**src/hw/rtl/button_debounce_event_detector_assert.svh**
```systemverilog
// assertion macros for the debounce block rtl
`ifndef BUTTON_DEBOUNCE_EVENT_DETECTOR_ASSERT_SVH
`define BUTTON_DEBOUNCE_EVENT_DETECTOR_ASSERT_SVH

`ifndef ASSERT_OFF
`define BDD_ASSERT(label, prop) \
  label: assert property (@(posedge clk_i) disable iff (!rst_ni) (prop)) \
    else $error("bdd assertion failed");
`define BDD_ASSERT_IMPL(label, ante, cons) \
  label: assert property (@(posedge clk_i) disable iff (!rst_ni) (ante) |-> (cons)) \
    else $error("bdd implication failed");
`define BDD_ASSERT_NEXT(label, ante, cons) \
  label: assert property (@(posedge clk_i) disable iff (!rst_ni) (ante) |=> (cons)) \
    else $error("bdd next-cycle check failed");
`else
`define BDD_ASSERT(label, prop)
`define BDD_ASSERT_IMPL(label, ante, cons)
`define BDD_ASSERT_NEXT(label, ante, cons)
`endif

`endif

```
**src/hw/rtl/bdd_pkg.sv**
```systemverilog
// types and constants of the button debounce event detector
package bdd_pkg;

  typedef enum logic [1:0] {
    EV_NONE    = 2'd0,
    EV_PRESS   = 2'd1,
    EV_RELEASE = 2'd2,
    EV_LONG    = 2'd3
  } event_e;

  typedef enum logic [1:0] {
    CFG_ACTIVE_LOW  = 2'd0,
    CFG_DEBOUNCE_MS = 2'd1,
    CFG_HOLD_MS     = 2'd2,
    CFG_REPEAT_MS   = 2'd3
  } cfg_index_e;

  localparam int unsigned TimeW = 32;
  localparam int unsigned InTdataW = 40;

  localparam logic [TimeW-1:0] DebounceReset = 32'd50;
  localparam logic [TimeW-1:0] HoldReset     = 32'd2000;
  localparam logic [TimeW-1:0] RepeatReset   = 32'd0;

  // configuration seen by the event core
  typedef struct packed {
    logic             active_low;
    logic [TimeW-1:0] debounce_ms;
    logic [TimeW-1:0] hold_ms;
    logic [TimeW-1:0] repeat_ms;
  } cfg_t;

  // one result item, laid out as it travels in tdata (event_code lowest)
  typedef struct packed {
    logic   pressed;
    logic   on_hold;
    logic   repeat_click;
    logic   click;
    event_e event_code;
  } result_t;

endpackage

```
**src/hw/rtl/bdd_core.sv**
```systemverilog
// debounce state and per-sample event logic
module bdd_core (
  input  logic                        clk_i,
  input  logic                        rst_ni,
  input  bdd_pkg::cfg_t               cfg_i,
  input  logic                        take_i,
  input  logic                        raw_level_i,
  input  logic [bdd_pkg::TimeW-1:0]   now_ms_i,
  output bdd_pkg::result_t            result_o
);

  logic                      accepted_level_q, accepted_level_d;
  logic [bdd_pkg::TimeW-1:0] last_change_q, last_change_d;
  logic [bdd_pkg::TimeW-1:0] last_repeat_q, last_repeat_d;
  bdd_pkg::event_e           last_event_q, last_event_d;

  logic                      level;
  logic [bdd_pkg::TimeW-1:0] since_change;
  logic [bdd_pkg::TimeW-1:0] since_repeat;
  logic                      changed;
  logic                      bounce;
  logic                      holding;
  logic                      repeat_due;

  // elapsed times wrap modulo 2^32
  assign level        = raw_level_i ^ cfg_i.active_low;
  assign since_change = now_ms_i - last_change_q;
  assign since_repeat = now_ms_i - last_repeat_q;
  assign changed      = level != accepted_level_q;
  assign bounce       = since_change < cfg_i.debounce_ms;
  assign holding      = !changed && level && (since_change > cfg_i.hold_ms);
  assign repeat_due   = holding && (cfg_i.repeat_ms != '0) && (since_repeat > cfg_i.repeat_ms);

  // result fields and next state
  always_comb begin
    result_o              = '0;
    result_o.event_code   = bdd_pkg::EV_NONE;
    result_o.pressed      = level;
    accepted_level_d      = accepted_level_q;
    last_change_d         = last_change_q;
    last_repeat_d         = last_repeat_q;
    last_event_d          = last_event_q;
    if (changed) begin
      last_change_d = now_ms_i;
      if (!bounce) begin
        accepted_level_d = level;
        if (level) begin
          result_o.event_code = bdd_pkg::EV_PRESS;
          last_event_d        = bdd_pkg::EV_PRESS;
        end else begin
          result_o.event_code = bdd_pkg::EV_RELEASE;
          result_o.click      = last_event_q == bdd_pkg::EV_PRESS;
          last_event_d        = bdd_pkg::EV_RELEASE;
        end
      end
    end else if (holding) begin
      result_o.event_code   = bdd_pkg::EV_LONG;
      result_o.on_hold      = 1'b1;
      result_o.repeat_click = repeat_due;
      last_event_d          = bdd_pkg::EV_LONG;
      if (repeat_due) begin
        last_repeat_d = now_ms_i;
      end
    end
  end

  // state advances on every input transfer
  always_ff @(posedge clk_i or negedge rst_ni) begin
    if (!rst_ni) begin
      accepted_level_q <= 1'b0;
      last_change_q    <= '0;
      last_repeat_q    <= '0;
      last_event_q     <= bdd_pkg::EV_NONE;
    end else if (take_i) begin
      accepted_level_q <= accepted_level_d;
      last_change_q    <= last_change_d;
      last_repeat_q    <= last_repeat_d;
      last_event_q     <= last_event_d;
    end
  end

endmodule

```
**src/hw/rtl/button_debounce_event_detector.sv**
```systemverilog
// Button debounce and event detector, top level with stream ports.
// Each result is registered: it goes to the output register, or to the one-entry skid
// stage while the output stalls. Throughput: one sample per cycle when the output
// is not stalled; input ready is registered, as it is the inverse of the skid valid.
// Reset (rst_ni low, asynchronous) clears the debounce state, empties the
// output stages and returns the configuration registers to their defaults.
`include "button_debounce_event_detector_assert.svh"

module button_debounce_event_detector (
  input  logic        clk_i,
  input  logic        rst_ni,
  // configuration write channel
  input  logic        cfg_valid_i,
  output logic        cfg_ready_o,
  input  logic [1:0]  cfg_index_i,
  input  logic [31:0] cfg_data_i,
  // sample input
  input  logic        s_axis_tvalid,
  output logic        s_axis_tready,
  input  logic [39:0] s_axis_tdata,  // [0] raw_level, [32:1] now_ms, [39:33] zero
  // event output
  output logic        m_axis_tvalid,
  input  logic        m_axis_tready,
  output logic [7:0]  m_axis_tdata   // [1:0] event_code, [2] click, [3] repeat_click,
                                     // [4] on_hold, [5] pressed, [7:6] zero
);

  bdd_pkg::cfg_t    cfg_q;
  bdd_pkg::result_t result;
  bdd_pkg::result_t out_q;
  bdd_pkg::result_t skid_q;
  logic             out_valid_q;
  logic             skid_valid_q;
  logic             in_xfer;
  logic             out_xfer;

  assign cfg_ready_o   = 1'b1;
  assign s_axis_tready = !skid_valid_q;
  assign in_xfer       = s_axis_tvalid && s_axis_tready;
  assign out_xfer      = m_axis_tvalid && m_axis_tready;
  assign m_axis_tvalid = out_valid_q;
  assign m_axis_tdata  = {2'b00, out_q};

  // configuration registers
  always_ff @(posedge clk_i or negedge rst_ni) begin
    if (!rst_ni) begin
      cfg_q.active_low  <= 1'b0;
      cfg_q.debounce_ms <= bdd_pkg::DebounceReset;
      cfg_q.hold_ms     <= bdd_pkg::HoldReset;
      cfg_q.repeat_ms   <= bdd_pkg::RepeatReset;
    end else if (cfg_valid_i && cfg_ready_o) begin
      case (bdd_pkg::cfg_index_e'(cfg_index_i))
        bdd_pkg::CFG_ACTIVE_LOW:  cfg_q.active_low  <= cfg_data_i[0];
        bdd_pkg::CFG_DEBOUNCE_MS: cfg_q.debounce_ms <= cfg_data_i;
        bdd_pkg::CFG_HOLD_MS:     cfg_q.hold_ms     <= cfg_data_i;
        bdd_pkg::CFG_REPEAT_MS:   cfg_q.repeat_ms   <= cfg_data_i;
        default: ;
      endcase
    end
  end

  bdd_core u_core (
    .clk_i       (clk_i),
    .rst_ni      (rst_ni),
    .cfg_i       (cfg_q),
    .take_i      (in_xfer),
    .raw_level_i (s_axis_tdata[0]),
    .now_ms_i    (s_axis_tdata[32:1]),
    .result_o    (result)
  );

  // output register and skid stage control
  always_ff @(posedge clk_i or negedge rst_ni) begin
    if (!rst_ni) begin
      out_valid_q  <= 1'b0;
      skid_valid_q <= 1'b0;
    end else begin
      if (!out_valid_q || out_xfer) begin
        out_valid_q  <= skid_valid_q || in_xfer;
        skid_valid_q <= 1'b0;
      end else if (in_xfer) begin
        skid_valid_q <= 1'b1;
      end
    end
  end

  // result payload
  always_ff @(posedge clk_i) begin
    if (!out_valid_q || out_xfer) begin
      out_q <= skid_valid_q ? skid_q : result;
    end else if (in_xfer) begin
      skid_q <= result;
    end
  end

  `BDD_ASSERT_IMPL(a_skid_behind_out, skid_valid_q, out_valid_q)
  `BDD_ASSERT_NEXT(a_stall_fills_skid, in_xfer && out_valid_q && !m_axis_tready, skid_valid_q)
  `BDD_ASSERT_IMPL(a_hold_is_long, out_valid_q && out_q.on_hold, (out_q.event_code == bdd_pkg::EV_LONG) && out_q.pressed)
  `BDD_ASSERT_IMPL(a_click_on_release, out_valid_q && out_q.click, out_q.event_code == bdd_pkg::EV_RELEASE)

endmodule

```
**config.mk**
```make
export PLATFORM = sky130hd
export DESIGN_NAME = button_debounce_event_detector
export DESIGN_NICKNAME = d
export VERILOG_FILES = /design/src/hw/rtl/bdd_pkg.sv /design/src/hw/rtl/bdd_core.sv /design/src/hw/rtl/button_debounce_event_detector.sv
export VERILOG_INCLUDE_DIRS = /design/src /design/src/hw/rtl
export SDC_FILE = /design/constraint.sdc
export NUM_CORES = 1
export LEC_CHECK = 0
export ABC_AREA = 1
export BUFFER_PORTS_ARGS = -buffer_cell sky130_fd_sc_hd__buf_2
export CAP_MARGIN = 20
export CORE_MARGIN = 8
export CORE_UTILIZATION = 60
export DETAILED_ROUTE_END_ITERATION = 16
export PLACE_DENSITY = 0.81
export SYNTH_ARGS = -nofsm -noshare
export SYNTH_HDL_FRONTEND = slang
export SYNTH_SLANG_ARGS = --single-unit
export TNS_END_PERCENT = 10
```
**constraint.sdc**
```tcl
create_clock -name clk_i -period 11.1 [get_ports clk_i]
set_clock_uncertainty 0.2 [all_clocks]
set_input_delay 2.22 -clock clk_i [delete_from_list [all_inputs] [get_ports clk_i]]
set_output_delay 2.22 -clock clk_i [all_outputs]
set_load 0.01 [all_outputs]
```
==> results.py <==
metrics = {
    "power": {
        "clock_power_share": 0.157,
        "power.leakage_nw": 7.35,
        "cellPowerDensity_mw_per_mm2": 288,
        "peakVddDrop_uv": 120,
        "p_comb_frac": 0.616,
        "total_power_mw": 4.13,
        "internal_power_mw": 2.16,
        "p_seq_frac": 0.227,
        "switching_share": 0.476,
        "switchingPower_mw": 1.96,
    },
    "final_layout": {
        "synthToLayoutAreaGrowth_pct": 9.75,
        "diodes": 0,
        "nFillCells": 1802,
        "nNetsFinal": 2052,
        "drive_gt1_frac": 0.0877,
        "multi_input_area_mm2": 0.00726,
        "instances_no_fill": 2104,
        "ff_latch_area_mm2": 0.00453,
    },
    "critical_path": {
        "crit_fanout": 34,
        "crit_type": "input port to flip-flop",
        "critPathCaptureType": "flip-flop",
        "start_kind": "input port",
        "required_ns": 11.27,
        "cp.arrival_ns": 6.43,
    },
    "clock_network": {
        "htree_num_levels": 4,
        "cts_tree": "yes",
        "cts_made_buffers": 17,
        "postCtsSetupBuffers": 0,
        "cts-root-buf": "clkbuf_16",
        "cts_resized": 0,
        "clkTransAtPathRegs_ns": 0.07,
        "clock_sinks": 178,
        "clk_latency_ns": 0.44,
        "holdBufCountCts": 0,
        "clock_path_buffers": 2,
    },
    "route": {
        "drtPass1Iterations": 5,
        "vias_per_cell": 5.55,
        "drc": 0,
        "post_drt_wl_per_cell_um": 15.9,
        "drtIter0Drc": 852,
        "drt_wl_total_um": 33500,
        "drtAntennaViolNets": 0,
        "vias": 11676,
    },
    "synthesis": {
        "ys_ff_latch": 178,
        "synthArstFlopShare": 0.933,
        "synthDominantCellAreaShare": 0.301,
        "netlist_area_mm2": 0.0130,
        "synthTopCellsByArea": "dfrtp_1 30%, ha_1 15%, nand2_1 13%, inv_1 8.0%, o21ai_0 6.8%",
        "synth_edf_count": 12,
        "ys_types": 49,
        "yosysSeqAreaShare": 0.347,
        "synth_ff_type": "dfrtp_1",
        "yosysTopAreaCell": "dfrtp_1",
        "synth_cells": 1743,
        "synth_commonest_cells": "435 x nand2_1, 278 x inv_1, 176 x o21ai_0",
        "synth_area_per_cell_um2": 7.48,
        "yosysMostFrequentCell": "nand2_1",
        "yosysWarningCount": 0,
    },
    "place": {
        "placed_cells": 2071,
        "hpwl_um": 25900,
        "place_ws_ns": 4.46,
        "globalplace.congestion": 0.980,
        "port_buffers": 79,
    },
    "grt": {
        "overflow": 0,
        "grt_antenna_before_repair": 0,
        "track_usage": 0.258,
        "grt_pass1_wl_um": 55200,
        "grt_max_degree": 93,
        "grt_pass1_vias": 11462,
    },
    "sta": {
        "rsz0062_at_grt": "no",
        "finalSetupViolations": 0,
        "hold_slack_ns": 0.276,
        "setup_tns_ns": 0,
        "tightest_slew_ns": 0.941,
        "min_period_over_period": 0.563,
        "min_period_ns": 6.25,
        "drv_slew": 0,
        "hold_viol": 0,
        "fin_ws_ns": 4.85,
        "maxClockFrequency_ghz": 0.160,
        "slew_headroom": 0.373,
    },
    "floorplan": {
        "die_y_um": 163,
        "rows": 54,
        "coreArea_mm2": 0.0216,
        "die_width_um": 163,
        "boundaryPins": 90,
        "die_area_mm2": 0.0267,
        "start_util": 0.605,
    },
    "status": {
        "outcome": "completed",
    },
    "min_path": {
        "hold_path_class": "flip-flop to flip-flop",
    },
    "flow_run": {
        "maxCapViolations": 0,
    },
}
## flip-flops by register name (all words and copies together) (netlist names)
name,flops
cfg_q,97
m_axis_tdata,6
m_axis_tvalid,1
skid_q,6
skid_valid_q,1
u_core.accepted_level_q,1
u_core.last_change_q,32
u_core.last_event_q,2
u_core.last_repeat_q,32
## path summary, 6_finish.rpt
kind | cells past startpoint | from | slack [ns] | endpoint
worst max-delay path | 24 | s_axis_tdata[1] | 4.85 | u_core.last_repeat_q[5]
worst min-delay path | 2 | u_core.last_repeat_q[25] | 0.28 | u_core.last_repeat_q[25]
worst max register to register | 22 | u_core.last_change_q[0] | 6.53 | u_core.last_repeat_q[5]
worst min register to register | 2 | u_core.last_repeat_q[25] | 0.28 | u_core.last_repeat_q[25]
max in group asynchronous | 2 | rst_ni | 7.61 | cfg_q[86]
min in group asynchronous | 1 | rst_ni | 1.64 | cfg_q[35]
## critical path: stages
cell      delay, ns
buf_2          0.11
inv_1          0.12
ha_1           0.17
inv_1          0.06
fa_1           0.40
nand3_1        0.09
nand2_1        0.14
a21boi_2       0.30
inv_1          0.11
a21oi_2        0.20
inv_2          0.08
a21oi_1        0.16
xnor2_1        0.12
ha_1           0.29
nand2_1        0.07
nor2_2         0.12
nand2_2        0.07
nor3b_2        0.30
nand2_1        0.11
nand2_2        0.10
nand3_2        0.09
nor2_4         0.64
nand3_1        0.20
nand2_1        0.13
## cell type report
type,instances,area share
sequential,178,0.316
clock inverter,12,0.0116
tap,280,0.0245
inverter,285,0.0748
multi-input combinational,1244,0.507
timing repair buffer,85,0.0335
clock buffer,20,0.0320
## cells by family after synthesis
group,Yosys count,share of synthesized area
compound gates,356,0.148
xor+xnor,50,0.0336
fa+ha+maj,162,0.157
buf+inv,322,0.0981
flops,178,0.347
other cells,2,0.000576
simple gates,673,0.216
## layout by cell type (no fill, tap or decap), drive strengths merged, types with 2 or more instances in the layout
cell      n
nand2   440
inv     287
o21ai   182
ha      160
dfrtp   157
a21oi   126
nor2    105
buf      85
nand3    80
xor2     32
nand4    22
clkbuf   20
xnor2    18
a21o     16
nor3     15
edfxtp   12
o21a      9
dfstp     9
a31oi     7
nor4      7
a21boi    6
clkinv    6
o21bai    5
o211ai    3
conb      3
bufinv    3
fa        2
## metal layers
layer | GRT usage | wire length (µm)
met2 | 0.405 | 15000
met3 | 0.0423 | 2490
met5 | 0 | 0
met1 | 0.354 | 15200
met4 | 0.0872 | 808
## power by group through the flow
stage                     Clock (mW)  Combinational [mW]  Sequential [mW]
after floorplan                    0                1.89            0.916
after global placement             0                2.36            0.937
after detailed placement           0                2.46            0.945
after CTS                      0.655                2.51            0.934
after global routing           0.681                2.90            0.955
final                          0.647                2.54            0.937
## per-stage QoR
step	instance area [µm²]	util
CTS	14300	0.663
finish	14300	0.664
global route	14300	0.664
detailed placement	13700	0.634
global placement	13600	0.633
floorplan	13000	-
Note: power is estimated with default switching activity, not from simulation.
